## config.mk

```make
export PLATFORM = sky130hd
export DESIGN_NAME = twi_ctrl
export DESIGN_NICKNAME = d
export VERILOG_FILES = /design/src/rtl/twi_pkg.sv /design/src/rtl/twi_ctrl.sv
export SDC_FILE = /design/constraint.sdc
export NUM_CORES = 1
export LEC_CHECK = 0
export BUFFER_PORTS_ARGS = -buffer_cell sky130_fd_sc_hd__buf_2
export CAP_MARGIN = 20
export CORE_MARGIN = 2
export CORE_UTILIZATION = 29
export DETAILED_ROUTE_END_ITERATION = 6
export HOLD_SLACK_MARGIN = 0.02
export PLACE_DENSITY = 0.51
export SLEW_MARGIN = 20
export SYNTH_ARGS = -nofsm -noshare
export SYNTH_HDL_FRONTEND = slang
export SYNTH_SLANG_ARGS = --single-unit
```

## constraint.sdc

```tcl
create_clock -name clk -period 2.16 [get_ports clk]
set_clock_uncertainty 0.2 [all_clocks]
set_input_delay 0.216 -clock clk [delete_from_list [all_inputs] [get_ports clk]]
set_output_delay 0.216 -clock clk [all_outputs]
set_load 0.01 [all_outputs]
```

## src/rtl/twi_pkg.sv

```systemverilog
// Shared constants, types and codes of the trilinear weight interpolator.
`default_nettype none
package twi_pkg;
	localparam int COORD_WIDTH = 32;
	localparam int FRAC_BITS   = 16;
	localparam int VAL_WIDTH   = 32;
	localparam int DW   = COORD_WIDTH + 1;      // coordinate difference
	localparam int MW   = DW + 1;               // signed multiplier operand
	localparam int PW   = 2 * DW;               // product of two differences
	localparam int VW   = 3 * DW;               // product of three differences
	localparam int RW   = VW + 1;               // division remainder
	localparam int WW   = FRAC_BITS + 1;        // weight width
	localparam int SUMW = WW + VAL_WIDTH + 3;   // sum of eight weighted values
	localparam logic [WW-1:0] WEIGHT_ONE = WW'(1) << FRAC_BITS;
	localparam logic [4:0] DIV_LAST = 5'(FRAC_BITS);

	typedef enum logic [4:0] {
		ST_IDLE, ST_SETUP, ST_VOL_A, ST_VOL_B, ST_VOL_C, ST_VSAVE,
		ST_NUM_A, ST_NUM_B, ST_NUM_C, ST_DINIT, ST_DIV, ST_WSAVE,
		ST_DIST_X, ST_DIST_Y, ST_DIST_Z, ST_DCMP, ST_ACC, ST_EMIT
	} twi_state_t;

	typedef enum logic [2:0] {
		OP_NONE, OP_AB, OP_PLO, OP_PHI, OP_DX, OP_DY, OP_DZ, OP_ACC
	} twi_op_t;

	typedef struct packed {
		twi_op_t    op;
		logic       sel_num;
		logic [2:0] k;
		logic       setup;
		logic       vol_save;
		logic       div_init;
		logic       div_step;
		logic       div_first;
		logic       w_save;
		logic       dist_cmp;
	} twi_cmd_t;

	typedef struct packed {
		logic in_box;
		logic den_zero;
	} twi_status_t;
endpackage
`default_nettype wire

```

## src/rtl/twi_ctrl.sv

```systemverilog
// Sequencer of the trilinear weight interpolator: volume, divide, distance scan, emit.
`default_nettype none
module twi_ctrl (
	input  wire logic                clk,
	input  wire logic                arst_n,
	input  wire logic                in_valid,
	input  wire logic                in_req_type,
	output logic                     in_ready,
	output logic                     out_valid,
	input  wire logic                out_ready,
	input  wire twi_pkg::twi_status_t status,
	output twi_pkg::twi_cmd_t        cmd
);
	import twi_pkg::*;

	twi_state_t state_q, state_d;
	logic [2:0] k_q, k_d;
	logic [4:0] cnt_q, cnt_d;

	always_ff @(posedge clk or negedge arst_n) begin
		if (!arst_n) begin
			state_q <= ST_IDLE;
			k_q     <= '0;
			cnt_q   <= '0;
		end else begin
			state_q <= state_d;
			k_q     <= k_d;
			cnt_q   <= cnt_d;
		end
	end

	always_comb begin
		state_d   = state_q;
		k_d       = k_q;
		cnt_d     = cnt_q;
		in_ready  = 1'b0;
		out_valid = 1'b0;
		cmd       = '0;
		cmd.op    = OP_NONE;
		cmd.k     = k_q;
		case (state_q)
			ST_IDLE: begin
				in_ready = 1'b1;
				k_d = '0;
				if (in_valid && in_req_type)
					state_d = ST_SETUP;
			end
			ST_SETUP: begin
				cmd.setup = 1'b1;
				state_d = status.in_box ? ST_VOL_A : ST_DIST_X;
			end
			ST_VOL_A: begin
				cmd.op = OP_AB;
				state_d = ST_VOL_B;
			end
			ST_VOL_B: begin
				cmd.op = OP_PLO;
				state_d = ST_VOL_C;
			end
			ST_VOL_C: begin
				cmd.op = OP_PHI;
				state_d = ST_VSAVE;
			end
			ST_VSAVE: begin
				cmd.vol_save = 1'b1;
				state_d = status.den_zero ? ST_DIST_X : ST_NUM_A;
			end
			ST_NUM_A: begin
				cmd.op = OP_AB;
				cmd.sel_num = 1'b1;
				state_d = ST_NUM_B;
			end
			ST_NUM_B: begin
				cmd.op = OP_PLO;
				cmd.sel_num = 1'b1;
				state_d = ST_NUM_C;
			end
			ST_NUM_C: begin
				cmd.op = OP_PHI;
				cmd.sel_num = 1'b1;
				state_d = ST_DINIT;
			end
			ST_DINIT: begin
				cmd.div_init = 1'b1;
				cnt_d = '0;
				state_d = ST_DIV;
			end
			ST_DIV: begin
				cmd.div_step = 1'b1;
				cmd.div_first = (cnt_q == '0);
				cnt_d = cnt_q + 5'd1;
				if (cnt_q == DIV_LAST) begin
					cnt_d = '0;
					state_d = ST_WSAVE;
				end
			end
			ST_WSAVE: begin
				cmd.w_save = 1'b1;
				k_d = k_q + 3'd1;
				state_d = (k_q == 3'd7) ? ST_ACC : ST_NUM_A;
			end
			ST_DIST_X: begin
				cmd.op = OP_DX;
				state_d = ST_DIST_Y;
			end
			ST_DIST_Y: begin
				cmd.op = OP_DY;
				state_d = ST_DIST_Z;
			end
			ST_DIST_Z: begin
				cmd.op = OP_DZ;
				state_d = ST_DCMP;
			end
			ST_DCMP: begin
				cmd.dist_cmp = 1'b1;
				k_d = k_q + 3'd1;
				state_d = (k_q == 3'd7) ? ST_ACC : ST_DIST_X;
			end
			ST_ACC: begin
				cmd.op = OP_ACC;
				k_d = k_q + 3'd1;
				if (k_q == 3'd7)
					state_d = ST_EMIT;
			end
			ST_EMIT: begin
				out_valid = 1'b1;
				if (out_ready) begin
					k_d = k_q + 3'd1;
					if (k_q == 3'd7)
						state_d = ST_IDLE;
				end
			end
			default: begin
				state_d = ST_IDLE;
			end
		endcase
	end

	a_no_overlap: assert property (@(posedge clk) disable iff (!arst_n)
		!(in_ready && out_valid)) else $error("input taken while results pending");
	a_back_idle: assert property (@(posedge clk) disable iff (!arst_n)
		out_valid && out_ready && k_q == 3'd7 |=> in_ready)
		else $error("not idle after last item");
	a_div_bound: assert property (@(posedge clk) disable iff (!arst_n)
		cnt_q <= DIV_LAST) else $error("divide counter overrun");
	a_emit_start: assert property (@(posedge clk) disable iff (!arst_n)
		$rose(out_valid) |-> k_q == 3'd0) else $error("emit does not start at corner 0");
endmodule
`default_nettype wire

```

---- Yosys cells after proc, flatten, opt, wreduce, memory -nomap -nowiden ----
Index checks and enable logic that the tools add are counted.
operators by class
  add/sub/neg operators ................... 2
  multipliers ............................. 0
  div/mod/pow operators ................... 0
  order comparisons ....................... 0
  eq/ne operators ......................... 24
  shift operators ......................... 0
  mux-type cells .......................... 24
  bitwise operators ....................... 0
  reduce and logical (&&, ||, !) cells .... 12
operator list
  kind                                           number
  one-hot mux 5 bit (18 select lines)            1
  == test 5 x 4 -> 1 bit, second input constant  8
  2-to-1 mux 5 bit                               8
  one-hot mux 3 bit (7 select lines)             1
  == test 5 x 3 -> 1 bit, second input constant  4
  == test 5 bit, second input constant           3
  == test 5 x 2 -> 1 bit, second input constant  2
  zero test 5 bit                                2
  inequality test 2 bit, second input constant   5
  one-hot mux 5 bit (2 select lines)             1
  one-hot mux 3 bit (3 select lines)             1
  2-to-1 mux 1 bit                               8
  2-to-1 mux 4 bit                               2
  OR reduction 2 bit                             3
  OR reduction 3 bit                             2
  adder 5 x 1 -> 5 bit, second input constant    1
  == test 5 x 1 -> 1 bit, second input constant  1
  AND reduction 5 bit                            1
  adder 3 x 1 -> 3 bit, second input constant    1
  == test 3 bit, second input constant           1
  2-to-1 mux 3 bit                               1
  nonzero test 3 bit                             1
  2-to-1 mux 2 bit                               1
  AND reduction 2 bit                            1
  2 further kinds                                2
storage, ports and cells
  register bits ........................... 13
  latch bits .............................. 0
  bits in writable memories ............... 0
  bits in read-only memories .............. 0
  bits of input ports ..................... 7
  output and inout port bits .............. 16
  memories kept ........................... 0

---- Logic depth before layout (Yosys ltp) ----
Gate-level depths: netlist of the first run.
  depth after elaboration ................. 4
  depth in mapped cells ................... 6
  gate-level depth less buffers ........... 6

---- Worst setup path before layout of the first run ----
Ideal clock, no wire load.
  path type ............................... register to output
  from .................................... register cnt_q[0]
  to ...................................... output port cmd[2] (netlist name)
  data arrival time ....................... 1.306 ns
  slack ................................... 0.438 ns
  stages on the path, launching flop included .. 5
  path buffers ............................ 0
  cells stage by stage .................... dfrtp_1 > inv_1 > ha_1 > nor3b_1 > nor4b_1
RTL lines
  what                    line            RTL
  start, declared         twi_ctrl.sv:18  logic [4:0] cnt_q, cnt_d;
  start signal, assigned  twi_ctrl.sv:28  cnt_q <= cnt_d;
  end, declared           twi_ctrl.sv:12  output twi_pkg::twi_cmd_t cmd

==> impl_results.md, run 1 <==
* H-tree depth at 1
* TritonCTS Buffers at 3
* Post-synth EDFFs at 0
* Post-Syn Area at 1044 um2
* Max-slew violation count at 0
* Later-pin clock latency in the skew report at 0.28 ns
* Setup TNS Final at 0 ns
* Total wire length at 2.737 mm
* # IOs at 23
* Buffers on Ports at 22
* Yosys top cell area share at 31.18%
* Global route hottest layer: met2
* Startpoint Class: register
* Clock sinks at 13
* CTS max path bufs at 2
* Hold Crit Class: in2reg
* Worst-case reg-to-reg path depth at 4
* Yosys top cell by area: dfrtp_1
* Max Cap Viol at 0
* Post-synthesis async set-or-reset flop share at 100.0%
* Vias in the first global route at 1,055
* Global-route wire length before repair at 4.747 mm
* Rel. slew slack at about three quarters
* Top-count cell post-synth: dfrtp_1
* Setup ws final at 0.08816 ns
* Leak at approximately 0.57 nW
* Total track usage at between 10 and 15%
* Pre-Repair DR Iteration Count at 4
* Nets at between 150 and 200
* Status: finished, final reports clean
* Hold depth at 4
* Die H at 63.99 um
* Met3 usage at 3.697%
* VDD IR-drop max at 0.4876 mV
* Total congestion overflow at 0
* Vias per inst at 5.389
* Met1 GRT Util at 18.34%
* DP HPWL at 2.073 mm
* Place WS at 0.2659 ns
* Die Wd at 63.99 um
* Fin crit share at a little over nine tenths
* Fmax achieved at 482.7 MHz
* CP bufs+invs at 2
* Die area at 4094 um2
* Crit path capture type: primary output
* Area Growth Syn to Fin at 20.38%
* Initial DRC count at 77
* Setup CP Type: reg2out
* Via count at between 1,000 and 1,500
* Gate Count Post-Synth at 129
* Gp weighted congestion at 0.7493
* Crit-path slowest cell: dfrtp_2
* Ant. Diodes at 0
* Synth cell types at 47
* Final hold viol count at 0
* Crit-path cells: buf_4 > or3b_1 > nor2_2 > buf_2
* Clk Tree Root Cell: clkbuf_4
* Crit path DAT at ~1.7 ns
* Synthesized flop and latch total at 13
* Crit path max-delay family: simple AND/OR/NAND/NOR gates
* Placed Instances at 192
* Synth Area per Inst at 8.089 um2
* Pin count of the biggest net entering global routing at 22
* Final ANT Viol Nets at 0
* Final setup fails at 0
* Starting Density at just over 30%
* Initial antenna violation count at 0
* Power Density at 1400 nW/um2
* Ranking of synthesized cells by area: dfrtp_1 (31%), ha_1 (4.8%), nand2_1 (4.3%)
* Syn nets at 140
* Final non-filler cell total at 198
* Final period demand of the worst path at 2.072 ns
* Detailed-route DRC error count at 0
* RSZ-0062 raised after global routing: no
* Top_reg_cell synth: dfrtp_1
* Met2 Use GR at 23.96%
* Sequential area share after synthesis at between 30% and 40%
* Fraction of final layout cells sized beyond drive strength 1 at 28.29%
* Largest fanout on the critical path at 10
* CP max stage delay at 0.46 ns
* # rows at 21
* CTS tree: yes
* Least-Margin Pin Slew at ~0.38 ns
* Wire length per cell at 13.82 um
* Worst path depth at 4
* Warnings, synthesis at 0
* List of most frequent post-synthesis cells: dfrtp_1 (13), nand2_1 (12), nor2_1 (12), a21oi_1 (8), o21ai_0 (8)
* Core Area at ~3400 um2
* WP data required at 1.74 ns
* Clock transition at path regs at 0.08 ns
-- tightest hold or removal path: cells and delay by family --
family	cells	cell delay [ns]
buf+inv	1	0.09
simple gates	1	0.08
compound gates	2	0.11
-- stage by stage --
stage               hold WS [ns]  area [um2]  utilization, %  power, W
floorplan                -0.2796        1044               -  0.001286
global placement        -0.07742        1199           35.36  0.001564
detailed placement      -0.07357        1199           35.36  0.001580
CTS                      0.04676        1237           36.51  0.001744
global route             0.05695        1256           37.06  0.001943
finish                   0.06174        1256           37.06  0.001759
-- flip-flops by register name, indices dropped and copies added, names as in the netlist --
signal / count
state_q: 5
k_q: 3
cnt_q: 5
-- area by class of cell --
class | count | area (um2)
clock buffer | 3 | 22.52
timing repair buffer | 28 | 157.7
clock inverter | 1 | 5.005
fill | 360 | 2133
multi-input combinational | 102 | 664.4
tap | 46 | 57.56
sequential | 13 | 330.3
inverter | 5 | 18.77
-- metal layers --
layer	wire (um)	share of wire (%)
met1	1253	46
met4	40	1.5
met3	113	4.1
met2	1330	49
met5	0	0
-- cell families (layout without fill, tap and decap cells) --
kind of cell / Yosys count / after routing / synth area share, %
XOR/XNOR: 1 / 1 / 0.8395
AO/OA/AOI/OAI: 42 / 42 / 27.10
AND/OR/NAND/NOR: 51 / 51 / 26.26
multiplexers: 4 / 4 / 3.957
adder cells (fa/ha/maj): 4 / 4 / 4.796
buffers and inverters: 14 / 37 / 5.874
flip-flops: 13 / 13 / 31.17
-- report_power, final --
part           leakage, nW  switching [W]  internal (W)
registers            0.159       0.000195      0.000349
clock network       0.0177      0.0000843     0.0000687
logic                0.393       0.000588      0.000473
-- cells in the final DEF, fill, tap and decap left out, types with 2 or more instances in the layout --
cell type / n
nor2b_1: 2
nor2_1: 11
mux2i_1: 3
buf_2: 22
nand3_1: 5
nand2_1: 12
clkbuf_4: 3
nor3_1: 6
o21ai_1: 4
a21oi_1: 8
dfrtp_2: 4
a22oi_1: 3
buf_4: 5
a22o_1: 3
o22ai_1: 2
dfrtp_1: 9
ha_1: 4
o21ai_0: 8
o2bb2ai_1: 3
inv_1: 4
nor3b_2: 2
-- path summary, 6_finish.rpt --
kind / startpoint / slack [ns] / to
setup / recovery: state_q[4] / 0.09 / cmd[1]
hold / removal: status[0] / 0.06 / state_q[1]
setup reg to reg: state_q[3] / 0.33 / state_q[3]
hold reg to reg: k_q[2] / 0.34 / k_q[2]
max in group asynchronous: arst_n / 1.35 / state_q[2]
min in group asynchronous: arst_n / 0.16 / cnt_q[3]
-- what timing repair did --
| item | in CTS | in global routing |
|---|---|---|
| gates cloned | 0 | 0 |
| gates resized for setup | 1 | 5 |
| buffers inserted | 0 | 1 |
| hold buffers | 1 | 0 |
| endpoints found under the hold margin | 13 | 0 |
| setup endpoints to repair | 1 | 6 |
Power figures use the tool's default switching activity.
==> run 2, diff against run 1 <==
==> constraint.sdc (replaced) <==
create_clock -name clk -period 1.97 [get_ports clk]
set_clock_uncertainty 0.2 [all_clocks]
set_input_delay 0.197 -clock clk [delete_from_list [all_inputs] [get_ports clk]]
set_output_delay 0.197 -clock clk [all_outputs]
set_load 0.01 [all_outputs]
==> impl_results.md, run 2 (synthesis results as in run 1) <==
* Crit-path slowest cell: dfrtp_2
* Final ANT Viol Nets at 0
* Placed Instances at 197
* Largest fanout on the critical path at 7
* Final setup fails at 0
* Most frequent cells in the layout: buf_2 (22), buf_4 (19), nand2_1 (11)
* Pin count of the biggest net entering global routing at 24
* Final period demand of the worst path at approximately 2.0 ns
* Buffers on Ports at 22
* Die Wd at 63.99 um
* Starting Density at 30.79%
* Clock sinks at 13
* Most common cell after layout, fill and taps aside: buf_2
* Least-Margin Pin Slew at 0.3462 ns
* CP max stage delay at 0.48 ns
* Clock transition at path regs at 0.08 ns
* Gp weighted congestion at between 0.8 and 0.9
* Die area at 4094 um2
* FF-to-FF setup slack at 0.08 ns
* Global-route wire length before repair at just under 5 mm
* Pre-Repair DR Iteration Count at 4
* Hold Crit Class: in2reg
* DP HPWL at 2.076 mm
* Total wire length at 3.069 mm
* Startpoint Class: register
* Total track usage at 15.00%
* Die H at 63.99 um
* Setup TNS Final at 0 ns
* # rows at 21
* Routed wl met3 at around 140 um
* Initial antenna violation count at 0
* Via count at 1,158
* WP data required at 1.57 ns
* M1 WL at 1.326 mm
* Vias per inst at 5.361
* Total congestion overflow at 0
* TritonCTS Buffers at 3
* Clk Tree Root Cell: clkbuf_4
* Top flop regs: cnt_q x5, state_q x5, k_q x3
* CTS max path bufs at 2
* Crit path DAT at 1.56 ns
* Leak at 0.6757 nW
* Core Area at 3390 um2
* Crit-path cells: buf_6 > or3b_4 > nor2_2 > buf_2
* Rel. slew slack at 76.82%
* Wire length per cell at 14.21 um
* # IOs at 23
* Final hold viol count at 0
* VDD IR-drop max at a little under 0.6 mV
* Vias in the first global route at between 1,000 and 1,500
* CTS tree: yes
* Nets at around 180
* Fmax achieved at 511.9 MHz
* Highest Signal Layer: met4
* Final non-filler cell total at 216
* Setup CP Type: reg2out
* Detailed-route DRC error count at 0
* Ant. Diodes at 0
* H-tree depth at 1
* Filler cells at 352
* Multi-input logic area at 739.5 um2
* Fraction of final layout cells sized beyond drive strength 1 at 44.12%
* Max Cap Viol at 0
* Max-slew violation count at 0
* Crit path capture type: primary output
* Area Growth Syn to Fin at 42.33%
* Status: finished, final reports clean
* Register area at 331.6 um2
* Core Util, Final at 43.82%
* Initial DRC count at 62
* RSZ-0062 raised after global routing: yes
* Fin crit share at 99.17%
* Power Density at 1580 nW/um2
* Later-pin clock latency in the skew report at 0.28 ns
* Met2 Routed Length at 1.589 mm
[run 2: layer usage]
metal | up-vias | GRT usage (%)
met5 | - | 0
met4 | 0 | 1.359
met3 | 2 | 4.049
met2 | 26 | 26.82
met1 | 565 | 18.52
li1 | 565 | -
[run 2: worst paths after layout]
check / startpoint / endpoint / cells past startpoint
worst max-delay path: state_q[2] / cmd[1] / 4
worst min-delay path: status[0] / state_q[1] / 4
worst max register to register: state_q[2] / state_q[3] / 5
worst min register to register: k_q[2] / k_q[2] / 1
max in group asynchronous: arst_n / state_q[3] / 2
min in group asynchronous: arst_n / cnt_q[2] / 2
[run 2: repair_timing]
| item | in CTS | in global routing |
|---|---|---|
| setup endpoints to repair | 6 | 11 |
| gates resized for setup | 7 | 26 |
| hold buffers | 1 | 0 |
| hold endpoints to repair | 13 | 0 |
| setup buffers | 5 | 9 |
| pin swaps | 0 | 4 |
[run 2: report_power, final]
group | switching [W] | internal, W | leakage, nW
Clock | 0.0000919 | 0.0000785 | 0.0150
Sequential | 0.000166 | 0.000388 | 0.158
Combinational | 0.000834 | 0.000788 | 0.502
[run 2: through the flow]
stage          power (W)  worst slack [ns]  instance area, um2  hold WS, ns
2_1_floorplan   0.001410            0.2674                1044      -0.2986
3_3_place_gp    0.001771            0.1624                1236     -0.09341
3_5_place_dp    0.001787            0.1248                1236     -0.09267
4_1_cts         0.002071          0.007108                1334      0.05136
5_1_grt         0.002563          -0.05709                1485      0.06829
6_report        0.002346           0.01631                1485      0.06259
[run 2: area by class of cell]
class | count | area share [%]
well taps | 46 | 3.875
repair buffers | 46 | 20.98
clock buffers | 4 | 1.769
flip-flops and latches | 13 | 22.33
multi-input cells | 102 | 49.79
inverters | 5 | 1.264
[run 2: worst max-delay path: cells and delay by family, from the launching register on]
kind | cells | cell delay (ns)
and+or+nand+nor | 2 | 0.51
buffers and inverters | 2 | 0.30
DFF | 1 | 0.48
==> run 3, diff against run 2 <==
--- a/config.mk
+++ b/config.mk
@@ -12,6 +12,7 @@
 export DETAILED_ROUTE_END_ITERATION = 6
 export HOLD_SLACK_MARGIN = 0.02
 export PLACE_DENSITY = 0.51
+export SETUP_SLACK_MARGIN = 0.4
 export SLEW_MARGIN = 20
 export SYNTH_ARGS = -nofsm -noshare
 export SYNTH_HDL_FRONTEND = slang
==> impl_results.md, run 3 (synthesis results as in run 1) <==
* Status: finished, final reports clean
* Nets at around 190
* Rel. slew slack at 78.52%
* Design Power at 0.002785 W
* Core Util, Final at 50.39%
* Wire length per cell at 15.52 um
* Die Wd at 63.99 um
* Final hold viol count at 0
* Die H at between 60 and 70 um
* Global route hottest layer: met2
* Crit path DAT at 1.55 ns
* Hold depth at 4
* Setup CP Type: reg2out
* Final setup fails at 0
* Pin count of the biggest net entering global routing at 15
* Filler cells at 321
* Max-slew violation count at 0
* RSZ-0062 raised after global routing: yes
* Max Cap Viol at 0
* Post-Layout Inst Area at 1708 um2
* Vias in the first global route at 1,264
* Die area at between 4000 and 5000 um2
* Via count at ~1,200
* Placed cell area at 1255 um2
* Least-Margin Pin Slew at 0.3223 ns
* WP data required at 1.57 ns
* Hold Crit Endpoint: state_q[1]
* Total wire length at 3.493 mm
* Clk Tree Root Cell: clkbuf_4
* Initial antenna violation count at 0
* Reg2reg end: state_q[2]
* Top flop regs: cnt_q x5, state_q x5, k_q x3
* Multi-input logic area at 859.6 um2
* VDD IR-drop max at approximately 0.65 mV
* Area Growth Syn to Fin at 63.67%
* Total track usage at 17.64%
* Placed Instances at around 200
* CTS tree: yes
* Crit path capture type: primary output
* Place WS at 0.1287 ns
* Fmax achieved at 513.5 MHz
* Critical R2R Launch: state_q[2]
* # IOs at 23
* Largest fanout on the critical path at 7
* Total congestion overflow at 0
* Met3 usage at 2.641%
* Final non-filler cell total at roughly 230
* Global-route wire length before repair at 5.733 mm
* Leak at 0.7741 nW
* Final period demand of the worst path at 1.947 ns
* Gp weighted congestion at between 0.8 and 0.9
* Met2 Use GR at around 29%
* Hold Crit Class: in2reg
* FF-to-FF setup slack at roughly 0.06 ns
* Power Density at approximately 1600 nW/um2
* Starting Density at 30.79%
* Vias per inst at 5.476
* Final ANT Viol Nets at 0
* Startpoint Class: register
* CTS max path bufs at 2
* Met1 GRT Util at 22.61%
* Core Area at 3390 um2
* Worst-case reg-to-reg path depth at 5
* DP HPWL at roughly 2.0 mm
* Initial DRC count at 48
* Later-pin clock latency in the skew report at 0.28 ns
* HP Start: status[0]
* Fraction of final layout cells sized beyond drive strength 1 at 56.42%
* Clock sinks at 13
* TritonCTS Buffers at 3
* Setup ws final at 0.02269 ns
* Ant. Diodes at 0
* Most frequent cells in the layout: buf_2 (22), buf_4 (22), buf_6 (9)
* H-tree depth at 1
* Pre-Repair DR Iteration Count at 4
* Register area at 331.6 um2
* # rows at 21
* Fin crit share at 98.85%
* Detailed-route DRC error count at 0
* Clock transition at path regs at ~0.090 ns
* Buffers on Ports at 22
==> run 3: cell types whose count changed in the layout (fill, tap and decap cells not counted), sizes merged <==
cell | before | now
buf | 45 | 54
==> run 3: area by class of cell <==
| type | instances | area share [%] |
|---|---|---|
| Tap cell | 46 | 3.370 |
| Inverter | 5 | 1.538 |
| Timing Repair Buffer | 55 | 23.81 |
| Clock buffer | 4 | 1.538 |
| Multi-Input combinational cell | 102 | 50.33 |
| Sequential cell | 13 | 19.41 |
==> run 3: power breakdown <==
part	total [W]	switching, W	internal [W]
combinational	0.00205	0.00103	0.00103
sequential	0.000556	0.000171	0.000385
clock	0.000176	0.0000970	0.0000786
total	0.00279	0.00129	0.00149
==> run 3: worst max path at each step <==
stage               start    endpoint  slack [ns]  depth (start not counted)
3_5_place_dp   state_q[2]  state_q[3]        0.13                          4
2_1_floorplan  state_q[0]      cmd[5]        0.36                          4
4_1_cts        state_q[2]     cmd[12]        0.04                          6
3_3_place_gp   state_q[2]  state_q[2]        0.17                          4
5_1_grt        state_q[0]     cmd[12]       -0.05                          5
6_report       state_q[2]     cmd[11]        0.02                          7
==> run 3: per-layer routing <==
metal | up-vias | routed length (um)
li1 | 586 | -
met5 | - | 0
met3 | 10 | 154
met2 | 37 | 1663
met1 | 599 | 1582
met4 | 0 | 92
==> run 3: through the flow <==
step | setup TNS [ns] | hold WS [ns]
floorplan | 0 | -0.2986
global placement | 0 | -0.09187
detailed placement | 0 | -0.08918
CTS | 0 | 0.02352
global route | -0.1488 | 0.08828
finish | 0 | 0.07435
==> run 3: critical path, stage by stage (launching register included) <==
cell     delay, ns
dfrtp_2       0.47
buf_6         0.15
buf_6         0.11
nor2_2        0.09
nor3_1        0.04
a31oi_1       0.17
o21ai_1       0.09
buf_2         0.14
==> run 3: repair_timing <==
item | in CTS | in global routing
gates resized for setup | 27 | 31
gates cloned | 1 | 0
pin swaps | 4 | 14
hold buffers | 1 | 0
hold endpoints to repair | 13 | 0
setup endpoints to repair | 25 | 25
buffers inserted | 18 | 6
